==> src/rlp_pkg.sv <==
// ----------------------------------------------------------------------------
// rlp_pkg
// Shared types, constants and the character classifier of the radix literal
// parser.
// ----------------------------------------------------------------------------
package rlp_pkg;

   // Text and queue sizing
   localparam int MAX_TEXT    = 256;
   localparam int POS_W       = $clog2(MAX_TEXT + 1);
   localparam int QUEUE_DEPTH = 4;
   localparam int QPTR_W      = (QUEUE_DEPTH > 1) ? $clog2(QUEUE_DEPTH) : 1;
   localparam int QCNT_W      = $clog2(QUEUE_DEPTH + 1);

   // Field widths
   localparam int CHAR_W      = 8;
   localparam int VALUE_W     = 64;
   localparam int STATUS_W    = 2;
   localparam int CONS_W      = 9;
   localparam int RSP_TDATA_W = 80;

   // Overflow limits checked before each digit
   localparam logic [VALUE_W-1:0] ALL_ONES = {VALUE_W{1'b1}};
   localparam logic [VALUE_W-1:0] LIM_HEX  = ALL_ONES / 64'd16;
   localparam logic [VALUE_W-1:0] LIM_DEC  = ALL_ONES / 64'd10;
   localparam logic [VALUE_W-1:0] LIM_OCT  = ALL_ONES / 64'd8;
   localparam logic [VALUE_W-1:0] LIM_BIN  = ALL_ONES / 64'd2;

   // Suffix scale: each step multiplies by 1024
   localparam int SUFFIX_STEP = $clog2(1024);

   typedef enum logic [1:0] {
      SG_NONE = 2'd0,
      SG_NEG  = 2'd1,
      SG_INV  = 2'd2
   } sign_type;

   typedef enum logic [2:0] {
      RX_GUESS = 3'd0,
      RX_HEX   = 3'd1,
      RX_DEC   = 3'd2,
      RX_OCT   = 3'd3,
      RX_BIN   = 3'd4
   } radix_type;

   typedef enum logic [2:0] {
      PFX_NONE = 3'd0,
      PFX_H    = 3'd1,
      PFX_O    = 3'd2,
      PFX_B    = 3'd3,
      PFX_D    = 3'd4
   } prefix_type;

   typedef enum logic [2:0] {
      SFX_NONE = 3'd0,
      SFX_K    = 3'd1,
      SFX_M    = 3'd2,
      SFX_G    = 3'd3,
      SFX_T    = 3'd4,
      SFX_P    = 3'd5
   } suffix_type;

   typedef enum logic [STATUS_W-1:0] {
      ST_PARSED  = 2'd0,
      ST_NONE    = 2'd1,
      ST_UNRECOG = 2'd2
   } status_type;

   typedef enum logic [6:0] {
      PH_SKIP   = 7'b0000001,
      PH_PREFIX = 7'b0000010,
      PH_PEND   = 7'b0000100,
      PH_RUN    = 7'b0001000,
      PH_OK     = 7'b0010000,
      PH_NONE   = 7'b0100000,
      PH_ERR    = 7'b1000000
   } phase_type;

   typedef struct packed {
      logic       is_dig;
      logic       is_letter;
      logic [3:0] dval;
      logic       is_blank;
      logic       is_nul;
      logic       is_sign;
      sign_type   sign;
      prefix_type pfx;
      logic       is_x;
      suffix_type sfx;
   } char_class_type;

   typedef struct packed {
      char_class_type cls;
      logic           last;
   } queue_entry_type;

   typedef struct packed {
      logic full;
      logic empty;
   } queue_flags_type;

   typedef struct packed {
      phase_type          phase;
      sign_type           sign;
      radix_type          radix;
      logic [3:0]         flags;
      logic [VALUE_W-1:0] hex;
      logic [VALUE_W-1:0] dec;
      logic [VALUE_W-1:0] oct;
      logic [VALUE_W-1:0] bin;
      logic [3:0]         ovf;
      logic [1:0]         derr;
      logic [CONS_W-1:0]  cons;
   } parse_state_type;

   localparam parse_state_type ST_RESET = '{
      phase: PH_SKIP, sign: SG_NONE, radix: RX_GUESS, flags: 4'd0,
      hex: '0, dec: '0, oct: '0, bin: '0, ovf: 4'd0, derr: 2'd0, cons: '0
   };

   function automatic char_class_type classify(input logic [CHAR_W-1:0] c);
      char_class_type r;
      logic           lower;
      logic           upper;
      r       = '0;
      lower   = (c >= 8'h61) && (c <= 8'h66);
      upper   = (c >= 8'h41) && (c <= 8'h46);
      r.is_dig    = (c >= 8'h30) && (c <= 8'h39);
      r.is_letter = lower || upper;
      if (r.is_dig) begin
         r.dval = c[3:0];
      end else if (r.is_letter) begin
         r.dval = c[3:0] + 4'd9;
      end
      r.is_blank = (c == 8'h20) || (c == 8'h09);
      r.is_nul   = (c == 8'h00);
      r.is_sign  = (c == 8'h2d) || (c == 8'h2b) || (c == 8'h7e);
      if (c == 8'h2d) begin
         r.sign = SG_NEG;
      end else if (c == 8'h7e) begin
         r.sign = SG_INV;
      end
      if ((c == 8'h68) || (c == 8'h48)) begin
         r.pfx = PFX_H;
      end else if ((c == 8'h6f) || (c == 8'h4f)) begin
         r.pfx = PFX_O;
      end else if ((c == 8'h62) || (c == 8'h42)) begin
         r.pfx = PFX_B;
      end else if ((c == 8'h64) || (c == 8'h44)) begin
         r.pfx = PFX_D;
      end
      r.is_x = (c == 8'h78);
      if ((c == 8'h6b) || (c == 8'h4b)) begin
         r.sfx = SFX_K;
      end else if ((c == 8'h6d) || (c == 8'h4d)) begin
         r.sfx = SFX_M;
      end else if ((c == 8'h67) || (c == 8'h47)) begin
         r.sfx = SFX_G;
      end else if ((c == 8'h74) || (c == 8'h54)) begin
         r.sfx = SFX_T;
      end else if ((c == 8'h70) || (c == 8'h50)) begin
         r.sfx = SFX_P;
      end
      return r;
   endfunction

   // End-byte class and classes replayed when a prefix proves to be a digit
   localparam char_class_type CLS_NUL  = classify(8'h00);
   localparam char_class_type CLS_B    = classify(8'h62);
   localparam char_class_type CLS_D    = classify(8'h64);
   localparam char_class_type CLS_ZERO = classify(8'h30);

endpackage

==> src/rlp_front.sv <==
// ----------------------------------------------------------------------------
// rlp_front
// Input side: accept characters, classify them and push them to the queue.
// ----------------------------------------------------------------------------
module rlp_front import rlp_pkg::*; (
   input  logic                  clock,
   input  logic                  reset,
   input  logic                  req_tvalid,
   input  logic [CHAR_W-1:0]     req_tdata,
   input  logic                  req_tlast,
   output logic                  req_tready,
   input  queue_flags_type       q_flags,
   output logic                  q_push,
   output queue_entry_type       q_entry
);

   logic [POS_W-1:0] pos_ff;
   logic [POS_W-1:0] pos_in;
   logic             in_range;

   assign req_tready = !q_flags.full;
   assign q_push     = req_tvalid && req_tready;
   assign in_range   = (pos_ff < POS_W'(MAX_TEXT));

   // Past the text limit a character counts as end of text
   assign q_entry.cls  = classify(in_range ? req_tdata : CHAR_W'(0));
   assign q_entry.last = req_tlast;

   always_comb begin
      pos_in = pos_ff;
      if (q_push) begin
         if (req_tlast) begin
            pos_in = '0;
         end else if (in_range) begin
            pos_in = pos_ff + POS_W'(1);
         end
      end
   end

   always_ff @(posedge clock) begin
      if (reset) begin
         pos_ff <= '0;
      end else begin
         pos_ff <= pos_in;
      end
   end

endmodule

==> src/rlp_queue.sv <==
// ----------------------------------------------------------------------------
// rlp_queue
// Short queue of classified characters between front and back.
// ----------------------------------------------------------------------------
module rlp_queue import rlp_pkg::*; (
   input  logic            clock,
   input  logic            reset,
   input  logic            wr_en,
   input  queue_entry_type wr_data,
   input  logic            rd_en,
   output queue_entry_type rd_data,
   output queue_flags_type flags
);

   queue_entry_type   store_ff [QUEUE_DEPTH];
   logic [QPTR_W-1:0] wptr_ff;
   logic [QPTR_W-1:0] wptr_in;
   logic [QPTR_W-1:0] rptr_ff;
   logic [QPTR_W-1:0] rptr_in;
   logic [QCNT_W-1:0] count_ff;
   logic [QCNT_W-1:0] count_in;

   assign flags.full  = (count_ff == QCNT_W'(QUEUE_DEPTH));
   assign flags.empty = (count_ff == '0);
   assign rd_data     = store_ff[rptr_ff];

   always_comb begin
      wptr_in = wptr_ff;
      rptr_in = rptr_ff;
      if (wr_en) begin
         wptr_in = (wptr_ff == QPTR_W'(QUEUE_DEPTH - 1)) ? '0 : wptr_ff + QPTR_W'(1);
      end
      if (rd_en) begin
         rptr_in = (rptr_ff == QPTR_W'(QUEUE_DEPTH - 1)) ? '0 : rptr_ff + QPTR_W'(1);
      end
      case ({wr_en, rd_en})
         2'b10:   count_in = count_ff + QCNT_W'(1);
         2'b01:   count_in = count_ff - QCNT_W'(1);
         default: count_in = count_ff;
      endcase
   end

   always_ff @(posedge clock) begin
      if (wr_en) begin
         store_ff[wptr_ff] <= wr_data;
      end
   end

   always_ff @(posedge clock) begin
      if (reset) begin
         wptr_ff  <= '0;
         rptr_ff  <= '0;
         count_ff <= '0;
      end else begin
         wptr_ff  <= wptr_in;
         rptr_ff  <= rptr_in;
         count_ff <= count_in;
      end
   end

   a_count_bound: assert property (@(posedge clock) disable iff (reset)
      count_ff <= QCNT_W'(QUEUE_DEPTH))
      else $error("queue count beyond depth");

   a_no_overrun: assert property (@(posedge clock) disable iff (reset)
      wr_en |-> (!flags.full || rd_en))
      else $error("push into full queue");

   a_no_underrun: assert property (@(posedge clock) disable iff (reset)
      rd_en |-> !flags.empty)
      else $error("pop from empty queue");

endmodule

==> src/rlp_back.sv <==
// ----------------------------------------------------------------------------
// rlp_back
// Parse engine: run the literal grammar and the four accumulators, one
// character per step, and hold the result in an output register.
// ----------------------------------------------------------------------------
module rlp_back import rlp_pkg::*; (
   input  logic               clock,
   input  logic               reset,
   input  queue_flags_type    q_flags,
   input  queue_entry_type    q_head,
   output logic               q_pop,
   output logic               rsp_tvalid,
   input  logic               rsp_tready,
   output logic [VALUE_W-1:0] rsp_value,
   output status_type         rsp_status,
   output logic [CONS_W-1:0]  rsp_consumed
);

   parse_state_type    st_ff;
   parse_state_type    st_in;
   parse_state_type    calc;
   logic               end_pend_ff;
   logic               end_pend_in;
   char_class_type     cur;
   char_class_type     run_cls;
   radix_type          run_rad;
   radix_type          sel;
   logic               run_go;
   logic               do_pfx;
   logic               replay;
   logic               member;
   logic               bad;
   logic               run_inc;
   logic [1:0]         pre_inc;
   logic [VALUE_W-1:0] fin_val;
   logic               step_ok;
   logic               emit;
   logic               out_busy;
   logic               advance;
   logic               out_load;
   logic               out_valid_ff;
   logic               out_valid_in;
   logic [VALUE_W-1:0] out_value_ff;
   logic [VALUE_W-1:0] out_value_in;
   status_type         out_status_ff;
   status_type         out_status_in;
   logic [CONS_W-1:0]  out_cons_ff;
   logic [CONS_W-1:0]  out_cons_in;

   // During the end step the engine sees a zero byte
   assign cur = end_pend_ff ? CLS_NUL : q_head.cls;

   // Next parse state for the current character
   always_comb begin
      calc    = st_ff;
      run_go  = 1'b0;
      do_pfx  = 1'b0;
      run_cls = cur;
      run_rad = st_ff.radix;
      replay  = 1'b0;
      pre_inc = 2'd0;
      run_inc = 1'b0;
      member  = 1'b0;
      bad     = 1'b0;
      sel     = RX_GUESS;
      fin_val = '0;

      case (st_ff.phase)
         PH_SKIP: begin
            if (cur.is_blank) begin
               pre_inc = 2'd1;
            end else if (cur.is_nul) begin
               calc.phase = PH_NONE;
            end else if (cur.is_sign) begin
               calc.sign  = cur.sign;
               pre_inc    = 2'd1;
               calc.phase = PH_PREFIX;
            end else begin
               do_pfx = 1'b1;
            end
         end
         PH_PREFIX: begin
            do_pfx = 1'b1;
         end
         PH_PEND: begin
            calc.phase = PH_RUN;
            case (st_ff.radix)
               RX_BIN: begin
                  if (cur.is_dig && (cur.dval[3:1] == 3'd0)) begin
                     pre_inc = 2'd1;
                     run_go  = 1'b1;
                     run_rad = RX_BIN;
                  end else begin
                     // b was a hex digit: replay it, keep the head
                     calc.radix = RX_HEX;
                     run_go     = 1'b1;
                     run_cls    = CLS_B;
                     run_rad    = RX_HEX;
                     replay     = 1'b1;
                  end
               end
               RX_DEC: begin
                  if (cur.is_dig) begin
                     pre_inc = 2'd1;
                     run_go  = 1'b1;
                     run_rad = RX_DEC;
                  end else begin
                     calc.radix = RX_HEX;
                     run_go     = 1'b1;
                     run_cls    = CLS_D;
                     run_rad    = RX_HEX;
                     replay     = 1'b1;
                  end
               end
               default: begin
                  if (cur.is_x) begin
                     calc.radix = RX_HEX;
                     pre_inc    = 2'd2;
                  end else begin
                     // leading zero was a digit of its own
                     run_go  = 1'b1;
                     run_cls = CLS_ZERO;
                     run_rad = RX_GUESS;
                     replay  = 1'b1;
                  end
               end
            endcase
         end
         PH_RUN: begin
            run_go = 1'b1;
         end
         default: ;
      endcase

      if (do_pfx) begin
         case (cur.pfx)
            PFX_H: begin
               calc.radix = RX_HEX;
               pre_inc    = 2'd1;
               calc.phase = PH_RUN;
            end
            PFX_O: begin
               calc.radix = RX_OCT;
               pre_inc    = 2'd1;
               calc.phase = PH_RUN;
            end
            PFX_B: begin
               calc.radix = RX_BIN;
               calc.phase = PH_PEND;
            end
            PFX_D: begin
               calc.radix = RX_DEC;
               calc.phase = PH_PEND;
            end
            default: begin
               calc.radix = RX_GUESS;
               if (cur.is_dig && (cur.dval == 4'd0)) begin
                  calc.phase = PH_PEND;
               end else begin
                  calc.phase = PH_RUN;
                  run_go     = 1'b1;
                  run_rad    = RX_GUESS;
               end
            end
         endcase
      end

      if (run_go) begin
         member = ((run_rad == RX_HEX) || (run_rad == RX_GUESS)) ?
                  (run_cls.is_dig || run_cls.is_letter) : run_cls.is_dig;
         if (!member) begin
            // End of the digit run: pick the radix and finish the value
            sel = run_rad;
            if (run_rad == RX_GUESS) begin
               if (st_ff.flags[3]) begin
                  sel = RX_HEX;
               end else if (st_ff.flags[2]) begin
                  sel = RX_DEC;
               end else if (st_ff.flags[1]) begin
                  sel = RX_OCT;
               end else if (st_ff.flags[0]) begin
                  sel = RX_BIN;
               end
            end
            case (sel)
               RX_HEX: begin
                  fin_val = st_ff.hex;
                  bad     = st_ff.ovf[0];
               end
               RX_DEC: begin
                  fin_val = st_ff.dec;
                  bad     = st_ff.ovf[1];
               end
               RX_OCT: begin
                  fin_val = st_ff.oct;
                  bad     = st_ff.ovf[2] || st_ff.derr[0];
               end
               RX_BIN: begin
                  fin_val = st_ff.bin;
                  bad     = st_ff.ovf[3] || st_ff.derr[1];
               end
               default: bad = 1'b1;
            endcase
            if ((st_ff.flags == 4'd0) || bad) begin
               calc.phase = PH_ERR;
            end else begin
               case (run_cls.sfx)
                  SFX_K:   fin_val = fin_val << SUFFIX_STEP;
                  SFX_M:   fin_val = fin_val << (2 * SUFFIX_STEP);
                  SFX_G:   fin_val = fin_val << (3 * SUFFIX_STEP);
                  SFX_T:   fin_val = fin_val << (4 * SUFFIX_STEP);
                  SFX_P:   fin_val = fin_val << (5 * SUFFIX_STEP);
                  default: ;
               endcase
               run_inc = (run_cls.sfx != SFX_NONE);
               case (st_ff.sign)
                  SG_NEG:  fin_val = ~fin_val + VALUE_W'(1);
                  SG_INV:  fin_val = ~fin_val;
                  default: ;
               endcase
               calc.hex   = fin_val;
               calc.phase = PH_OK;
            end
         end else begin
            // Digit: advance every accumulator that can take it
            if (st_ff.hex > LIM_HEX) begin
               calc.ovf[0] = 1'b1;
            end else begin
               calc.hex = {st_ff.hex[VALUE_W-5:0], run_cls.dval};
            end
            if (run_cls.is_dig) begin
               if (st_ff.dec > LIM_DEC) begin
                  calc.ovf[1] = 1'b1;
               end else begin
                  calc.dec = {st_ff.dec[VALUE_W-4:0], 3'b000}
                           + {st_ff.dec[VALUE_W-2:0], 1'b0}
                           + VALUE_W'(run_cls.dval);
               end
               if (st_ff.oct > LIM_OCT) begin
                  calc.ovf[2] = 1'b1;
               end else if (run_cls.dval[3]) begin
                  calc.derr[0] = 1'b1;
               end else begin
                  calc.oct = {st_ff.oct[VALUE_W-4:0], run_cls.dval[2:0]};
               end
               if (st_ff.bin > LIM_BIN) begin
                  calc.ovf[3] = 1'b1;
               end else if (run_cls.dval[3:1] != 3'd0) begin
                  calc.derr[1] = 1'b1;
               end else begin
                  calc.bin = {st_ff.bin[VALUE_W-2:0], run_cls.dval[0]};
               end
            end
            if (st_ff.flags == 4'd0) begin
               if (run_cls.is_dig && (run_cls.dval == 4'd0)) begin
                  calc.flags = 4'b0001;
               end else if (run_cls.is_dig) begin
                  calc.flags = 4'b0100;
               end else begin
                  calc.flags = 4'b1000;
               end
            end else if (!run_cls.is_dig) begin
               calc.flags = st_ff.flags | 4'b1000;
            end else if (run_cls.dval[3]) begin
               calc.flags = st_ff.flags | 4'b0100;
            end else if ((run_cls.dval[3:1] != 3'd0) && (st_ff.flags == 4'b0001)) begin
               calc.flags = 4'b0010;
            end
            run_inc = 1'b1;
         end
      end

      calc.cons = st_ff.cons + CONS_W'(pre_inc) + CONS_W'(run_inc);
   end

   // Step control and result register
   always_comb begin
      step_ok  = end_pend_ff || !q_flags.empty;
      emit     = end_pend_ff && !replay;
      out_busy = out_valid_ff && !rsp_tready;
      advance  = step_ok && !(emit && out_busy);
      out_load = advance && emit;
      q_pop    = advance && !end_pend_ff && !replay;

      st_in       = st_ff;
      end_pend_in = end_pend_ff;
      if (advance) begin
         st_in = calc;
         if (q_pop && q_head.last) begin
            end_pend_in = 1'b1;
         end
      end
      if (out_load) begin
         st_in       = ST_RESET;
         end_pend_in = 1'b0;
      end

      case (calc.phase)
         PH_OK: begin
            out_value_in  = calc.hex;
            out_status_in = ST_PARSED;
            out_cons_in   = calc.cons;
         end
         PH_NONE: begin
            out_value_in  = '0;
            out_status_in = ST_NONE;
            out_cons_in   = calc.cons;
         end
         default: begin
            out_value_in  = ALL_ONES;
            out_status_in = ST_UNRECOG;
            out_cons_in   = '0;
         end
      endcase

      out_valid_in = out_valid_ff && !rsp_tready;
      if (out_load) begin
         out_valid_in = 1'b1;
      end
   end

   always_ff @(posedge clock) begin
      if (reset) begin
         st_ff        <= ST_RESET;
         end_pend_ff  <= 1'b0;
         out_valid_ff <= 1'b0;
      end else begin
         st_ff        <= st_in;
         end_pend_ff  <= end_pend_in;
         out_valid_ff <= out_valid_in;
      end
   end

   always_ff @(posedge clock) begin
      if (out_load) begin
         out_value_ff  <= out_value_in;
         out_status_ff <= out_status_in;
         out_cons_ff   <= out_cons_in;
      end
   end

   assign rsp_tvalid   = out_valid_ff;
   assign rsp_value    = out_value_ff;
   assign rsp_status   = out_status_ff;
   assign rsp_consumed = out_cons_ff;

   a_emit_at_end: assert property (@(posedge clock) disable iff (reset)
      out_load |-> end_pend_ff)
      else $error("result loaded outside end step");

   a_clear_after_emit: assert property (@(posedge clock) disable iff (reset)
      out_load |=> ((st_ff.phase == PH_SKIP) && (st_ff.cons == '0) && !end_pend_ff))
      else $error("parse state not cleared after result");

   a_replay_from_pend: assert property (@(posedge clock) disable iff (reset)
      (advance && replay) |=> ((st_ff.phase == PH_RUN) && !$past(q_pop)))
      else $error("prefix replay left wrong phase or popped");

endmodule

==> src/radix_literal_parser.sv <==
// ----------------------------------------------------------------------------
// radix_literal_parser
// Result: loaded by the end step run after the last character (and after
//   any replay of a b/d/0 prefix); the step waits while a result is held.
// Throughput: one character per cycle while the queue has room; the engine
//   adds one end step per text and one replay step when b, d or 0 is a digit.
// Reset: synchronous, active high; empties the queue, clears the parse state
//   and drops any result not yet taken.
// ----------------------------------------------------------------------------
module radix_literal_parser import rlp_pkg::*; (
   input  logic                   clock,
   input  logic                   reset,
   // req_tdata: [7:0] character
   input  logic                   req_tvalid,
   output logic                   req_tready,
   input  logic [CHAR_W-1:0]      req_tdata,
   input  logic                   req_tlast,
   // rsp_tdata: [63:0] value, [65:64] status, [74:66] consumed, [79:75] zero
   output logic                   rsp_tvalid,
   input  logic                   rsp_tready,
   output logic [RSP_TDATA_W-1:0] rsp_tdata
);

   queue_flags_type    q_flags;
   logic               q_push;
   logic               q_pop;
   queue_entry_type    q_entry;
   queue_entry_type    q_head;
   logic [VALUE_W-1:0] rsp_value;
   status_type         rsp_status;
   logic [CONS_W-1:0]  rsp_consumed;

   // Front: classify each item and push it while the queue has room
   rlp_front u_front (
      .clock      (clock),
      .reset      (reset),
      .req_tvalid (req_tvalid),
      .req_tdata  (req_tdata),
      .req_tlast  (req_tlast),
      .req_tready (req_tready),
      .q_flags    (q_flags),
      .q_push     (q_push),
      .q_entry    (q_entry)
   );

   // Queue: decouple the front from stalls of the parse engine
   rlp_queue u_queue (
      .clock   (clock),
      .reset   (reset),
      .wr_en   (q_push),
      .wr_data (q_entry),
      .rd_en   (q_pop),
      .rd_data (q_head),
      .flags   (q_flags)
   );

   // Back: run the grammar and accumulators, hold the result until taken
   rlp_back u_back (
      .clock        (clock),
      .reset        (reset),
      .q_flags      (q_flags),
      .q_head       (q_head),
      .q_pop        (q_pop),
      .rsp_tvalid   (rsp_tvalid),
      .rsp_tready   (rsp_tready),
      .rsp_value    (rsp_value),
      .rsp_status   (rsp_status),
      .rsp_consumed (rsp_consumed)
   );

   // Pack result fields, lowest field in the lowest bits, pad to whole bytes
   assign rsp_tdata = {(RSP_TDATA_W - VALUE_W - STATUS_W - CONS_W)'(0),
                       rsp_consumed, STATUS_W'(rsp_status), rsp_value};

endmodule
==> config.mk <==
export PLATFORM = sky130hd
export DESIGN_NAME = radix_literal_parser
export DESIGN_NICKNAME = d
export VERILOG_FILES = /design/src/rlp_pkg.sv /design/src/rlp_front.sv /design/src/rlp_queue.sv /design/src/rlp_back.sv /design/src/radix_literal_parser.sv
export SDC_FILE = /design/constraint.sdc
export NUM_CORES = 2
export LEC_CHECK = 0
export ABC_CLOCK_PERIOD_IN_PS = 7690
export BUFFER_PORTS_ARGS = -buffer_cell sky130_fd_sc_hd__buf_2
export CELL_PAD_IN_SITES_DETAIL_PLACEMENT = 0
export CELL_PAD_IN_SITES_GLOBAL_PLACEMENT = 1
export CORE_MARGIN = 2
export CORE_UTILIZATION = 44
export DETAILED_ROUTE_END_ITERATION = 7
export PLACE_DENSITY = 0.75
export SLEW_MARGIN = 20
export SYNTH_ARGS = -nofsm -noshare
export SYNTH_HDL_FRONTEND = slang
export SYNTH_SLANG_ARGS = --single-unit
==> constraint.sdc <==
create_clock -name clock -period 7.69 [get_ports clock]
set_input_delay 1.1535 -clock clock [delete_from_list [all_inputs] [get_ports clock]]
set_output_delay 1.1535 -clock clock [all_outputs]
set_load 0.05 [all_outputs]
Word level (Yosys, flattened, before mapping). Memory sizes are Yosys's and may differ from the RTL's. A register that Yosys moved wholly into a read port is not among the register bits. Cells that the tools add are included.

Flip-flop bits (word level): 380. Bits in writable memories: 76. Input bits: 13. Memories: 1.

Memories: u_queue.store_ff (words 4, width 19, rd ports 1, clocked after Yosys merged registers in 1, wr ports 1, line rlp_queue.sv:15) `queue_entry_type store_ff [QUEUE_DEPTH];`.

$add $sub $neg: 11. Order comparisons: 11. Equality and inequality tests: 59. Mux-type cells: 128. Bitwise logic cells: 8. Reductions and logical operators: 79.

Operators with widths (number): 2-to-1 mux 64 bit (11); one-hot mux 64 bit (5 select lines) (1); 2-to-1 mux 262 bit (1); one-hot mux 64 bit (2 select lines) (2); one-hot mux 64 bit (4 select lines) (1); 2-to-1 mux 198 bit (1); 2-to-1 mux 195 bit (1); equality test 8 x 7 -> 1 bit (second input constant) (20); > comparator 64 x 61 -> 1 bit (second input constant) (2); 2-to-1 mux 18 bit (5); 2-to-1 mux 3 bit (27); adder 64 x 1 -> 64 bit (second input constant) (1); adder 64 x 4 -> 64 bit (1); adder 64 bit (1); > comparator 64 x 60 -> 1 bit (second input constant) (1); > comparator 64 x 63 -> 1 bit (second input constant) (1); inverter 64 bit (1); AND reduction 5 bit (8); 2-to-1 mux 4 bit (9); 2-to-1 mux 9 bit (4); one-hot mux 18 bit (2 select lines) (1); 2-to-1 mux 7 bit (5); 2-to-1 mux 1 bit (32); AND reduction 6 bit (5); other kinds (51) (154).

Longest topological paths before layout.
Word-level depth: 31. Depth in mapped cells: 28.

By module. Synthesis repeated with hierarchy kept, for this count alone.

Cell total of the unflattened synthesis: 3699. Area total of the unflattened synthesis: 30466.7 um2.

By module, submodules not included: rlp_back (instances 1, cells each 3425, area each 26295.2 um2, sequential area each 8037.7 um2); rlp_queue (instances 1, cells each 147, area each 3233.1 um2, sequential area each 2462.4 um2); rlp_front (instances 1, cells each 121, area each 897.1 um2, sequential area each 180.2 um2); radix_literal_parser (instances 1, cells each 6, area each 41.3 um2, sequential area each 0.0 um2).

Worst setup path after synthesis. Ideal clock, no wire load.

Path kind: input -> register. Start: in rsp_tready. End: reg u_back.end_pend_ff. Library setup time: 0.128 ns. Data arrival time: 7.802 ns. Required time: 7.562 ns. Path slack: -0.239 ns. Stages on the path: 7. Cells stage by stage: nor2b_1 -> nor3_1 -> or2_2 -> clkbuf_1 -> clkbuf_1 -> clkbuf_1 -> nor2_1.

Elaborated cells on any way between the ends: 11. Those cells by class: reduce/logical: 11.

RTL lines: from (decl) (line radix_literal_parser.sv:20) `input logic rsp_tready,`; zero test 1 bit (line rlp_back.sv:280) `out_busy = out_valid_ff && !rsp_tready;`; logical AND 1 bit (line rlp_back.sv:280); logical AND 1 bit (line rlp_back.sv:281) `advance = step_ok && !(emit && out_busy);`; zero test 1 bit (line rlp_back.sv:281); logical AND 1 bit (line rlp_back.sv:281); logical AND 1 bit (line rlp_back.sv:282) `out_load = advance && emit;`; via u_back.out_load (line rlp_back.sv:40) `logic out_load;`; OR reduction 2 bit (no source line); to (signal assigned) (line rlp_back.sv:329) `end_pend_ff <= end_pend_in;`; to (decl) (line rlp_back.sv:22) `logic end_pend_ff;`.

The timed path passes the listed nets, and every way through them passes these cells. A chain may end at the register's enable or synchronous reset.

==> flow_metrics.py <==
metrics = {
    "global_routing": {
        "grt_max_degree": 198,
        "grt.overflow.total": 0,
        "antenna_found_initial": 0,
        "grt_first_pass_wirelength_um": 204000,
        "grt_pass1_vias": 29600,
        "grt_util_all_layers_pct": 37.1,
    },
    "yosys": {
        "ys_top_cells_by_area": "dfxtp_1 20%, edfxtp_1 15%, a21oi_1 6.9%",
        "async_reset_ff_share_pct": 0,
        "syn_inst": 3881,
        "synth_top_cell_by_area": "dfxtp_1",
        "ys_ff_latch": 458,
        "yosysTopAreaCellShare_pct": 19.8,
        "ys_types": 104,
        "synthFlopType": "dfxtp_1",
        "avgSynthCellArea_um2": 8.00,
        "synth-edff-count": 151,
        "ys_warn_count": 0,
        "synth_sequential_area_ratio_pct": 34.4,
        "netlist_area_um2": 31100,
    },
    "pwr": {
        "peakVddDrop_mv": 0.232,
        "leakagePower_uw": 0.0128,
        "power.density_nw_per_um2": 330,
    },
    "timing": {
        "finalSetupViolations": 0,
        "timing.slew.headroom_pct": 15.1,
        "worst_pin_slew_ns": 1.25,
        "setup_slack_ns": 0.487,
        "tns_ns": 0,
        "rsz0062_at_grt": "false",
        "hold_violations": 0,
        "fmax_ghz": 0.139,
        "timing.final.crit_period_ns": 7.20,
        "final-max-slew-violation-count": 0,
        "period_share_pct": 93.7,
        "finClkSkew_ns": 0.0306,
        "worst_hold_slack_ns": 0.465,
    },
    "clock_network": {
        "cts_resized": 0,
        "cts_setup_buffers": 0,
        "cts.clk_slew.worst_paths_ns": 0.06,
        "postCtsHoldBufs": 0,
        "cts_buffers": 53,
        "cts-root-buf": "clkbuf_16",
        "h-tree-depth": 2,
        "tritoncts": "done",
        "clk_latency_ns": 0.65,
        "cts_sinks": 458,
        "clockBufferDepth": 3,
    },
    "floorplan": {
        "die_h_um": 270,
        "die_w_um": 270,
        "num_rows": 97,
        "die_area_um2": 72700,
        "design.core.area_um2": 70000,
        "start_util_pct": 44.4,
        "io_pins": 95,
    },
    "detailed_routing": {
        "via_count": 32000,
        "drt-initial-drc-count": 3843,
        "drc_errors": 0,
        "antenna_left": 0,
        "dr.pass1.iters": 6,
        "wl_per_cell_um": 28.3,
        "viasPerCell": 6.50,
        "wirelength_um": 139000,
    },
    "cells_and_area": {
        "final_cell_area_um2": 34900,
        "drive_above_1_share_pct": 12.1,
        "final_core_util_pct": 49.9,
        "areaGrowthSynthToFinish_pct": 12.4,
        "nets": 4097,
        "nFillCells": 6939,
    },
    "setup_path": {
        "path_max_fanout": 19,
        "crit_arrival_ns": 7.69,
        "cp-start-kind": "flop",
        "end_kind": "flop",
        "path_class": "flop to flop",
        "crit_required_ns": 8.17,
    },
    "placement": {
        "dpl.hpwl_um": 105000,
        "gp_congestion": 1.14,
        "portBuffers": 89,
        "placed_cell_area_um2": 33100,
        "dp_slack_ns": 0.625,
    },
    "run_status": {
        "status": "finished, final reports clean",
    },
    "run": {
        "cap_violations": 0,
    },
    "worst_hold_path": {
        "hp-class": "flop to flop",
    },
}
-- cells in the mapped netlist, types with 33 or more instances --
cell and number:
nand2_1 526, a21oi_1 431, nor2_1 423, dfxtp_1 307
o21ai_0 254, clkbuf_1 221, edfxtp_1 151, nor3_1 141
ha_1 137, mux2i_1 86, nand3_1 72, inv_1 57
a21o_1 53, xnor2_1 52, a221oi_1 50, a211oi_1 45
a31oi_1 45, nand4_1 39, a22oi_1 33, or3_1 33
-- cells in the final DEF (no fill, tap or decap), types with 24 or more instances in the layout --
cell type	instances
and3_1	32
a31oi_1	45
o21ai_0	253
a32oi_1	24
a22oi_1	33
nor3_1	138
nor2_1	417
clkbuf_16	53
nand4_1	39
a221oi_1	50
nor4_1	26
o22ai_1	31
nand3_1	72
xnor2_1	52
edfxtp_1	151
o21a_1	27
buf_2	89
a211oi_1	45
mux2i_1	86
nand2_1	524
or3_1	33
xor2_1	32
a21oi_1	429
ha_1	136
inv_1	57
dfxtp_1	307
buf_4	181
a21o_1	53
-- critical path, stage by stage, from the launching register on --
cell and delay (ns):
dfxtp_1 0.56, buf_12 0.22, nor2b_1 0.23, o2bb2a_4 0.19, or4_1 0.60, buf_4 0.21
a2111oi_0 0.45, buf_4 0.22, a21oi_1 0.05, buf_4 0.20, nand2_1 0.19, buf_4 0.26
buf_4 0.30, mux2_2 0.37, a222oi_1 0.70, nand2_1 0.24, a21oi_1 0.31, nand2_1 0.23
nor4_2 0.39, nand3_1 0.14, or4_1 0.43, and3_1 0.22, a221oi_2 0.26
-- metrics by stage --
stage,power [uW],instances
3_5_place_dp,8770,4827
6_report,11500,4927
2_1_floorplan,6630,3885
5_1_grt,12000,4925
3_3_place_gp,8800,4827
4_1_cts,11400,4925
-- flip-flops by register name, summed over array words and instances, names as in the netlist, named ones only --
register             count
u_back.rsp_value        64
u_back.st_ff           287
u_back.rsp_status        2
u_queue.rptr_ff          2
u_queue.wptr_ff          2
u_back.rsp_tvalid        1
u_front.pos_ff           9
u_queue.store_ff        76
u_queue.count_ff         3
u_back.end_pend_ff       1
u_back.rsp_consumed      9
-- path summary, 6_finish.rpt --
| check | from | cells after the start | endpoint | slack, ns |
|---|---|---|---|---|
| worst max-delay path | flop | 22 | u_back.rsp_value[62]$_DFFE_PP_ | 0.49 |
| worst min-delay path | u_back.st_ff[120]$_SDFFE_PP0P_ | 2 | u_back.st_ff[123]$_SDFFE_PP0P_ | 0.46 |
| worst max register to register | flop | 22 | u_back.rsp_value[62]$_DFFE_PP_ | 0.49 |
| worst min register to register | u_back.st_ff[120]$_SDFFE_PP0P_ | 2 | u_back.st_ff[123]$_SDFFE_PP0P_ | 0.46 |
-- layout make-up --
| type | count | area (um^2) | share of cell area, % |
|---|---|---|---|
| clock inverters | 26 | 329 | 0.942 |
| multi-input cells | 3098 | 19200 | 54.9 |
| repair buffers | 273 | 1860 | 5.34 |
| flip-flops and latches | 458 | 10700 | 30.6 |
| well taps | 940 | 1180 | 3.37 |
| diodes | 2 | 5.00 | 0.0143 |
| clock buffers | 72 | 1480 | 4.23 |
| inverters | 58 | 218 | 0.623 |
-- report_power, final --
group          switching (uW)  leakage, uW  internal [uW]
Combinational            4130      0.00816           1590
Clock                    1130     0.000866           1500
Sequential                273      0.00381           2920
Total                    5540       0.0128           6000
-- layer usage --
metal | track usage [%] | part of all wire (%) | up-vias
met2 | 56.0 | 43 | 1609
met1 | 49.7 | 42 | 15400
met4 | 22.6 | 7.2 | 0
met5 | 0 | 0 | -
li1 | - | - | 14600
met3 | 6.31 | 8.6 | 407
-- cell families (layout without fill, tap and decap cells) --
| family | count (synthesis) | in the layout | synth area share (%) |
|---|---|---|---|
| multiplexers | 122 | 122 | 4.66 |
| adder cells (fa/ha/maj) | 142 | 142 | 5.84 |
| buffers and inverters | 329 | 429 | 4.33 |
| AND/OR/NAND/NOR | 1462 | 1462 | 21.8 |
| AO/OA/AOI/OAI | 1283 | 1283 | 26.6 |
| flip-flops | 458 | 458 | 34.4 |
| XOR/XNOR | 84 | 84 | 2.37 |
| other | 1 | 7 | 0.0121 |
(Power assumes the default switching activity.)
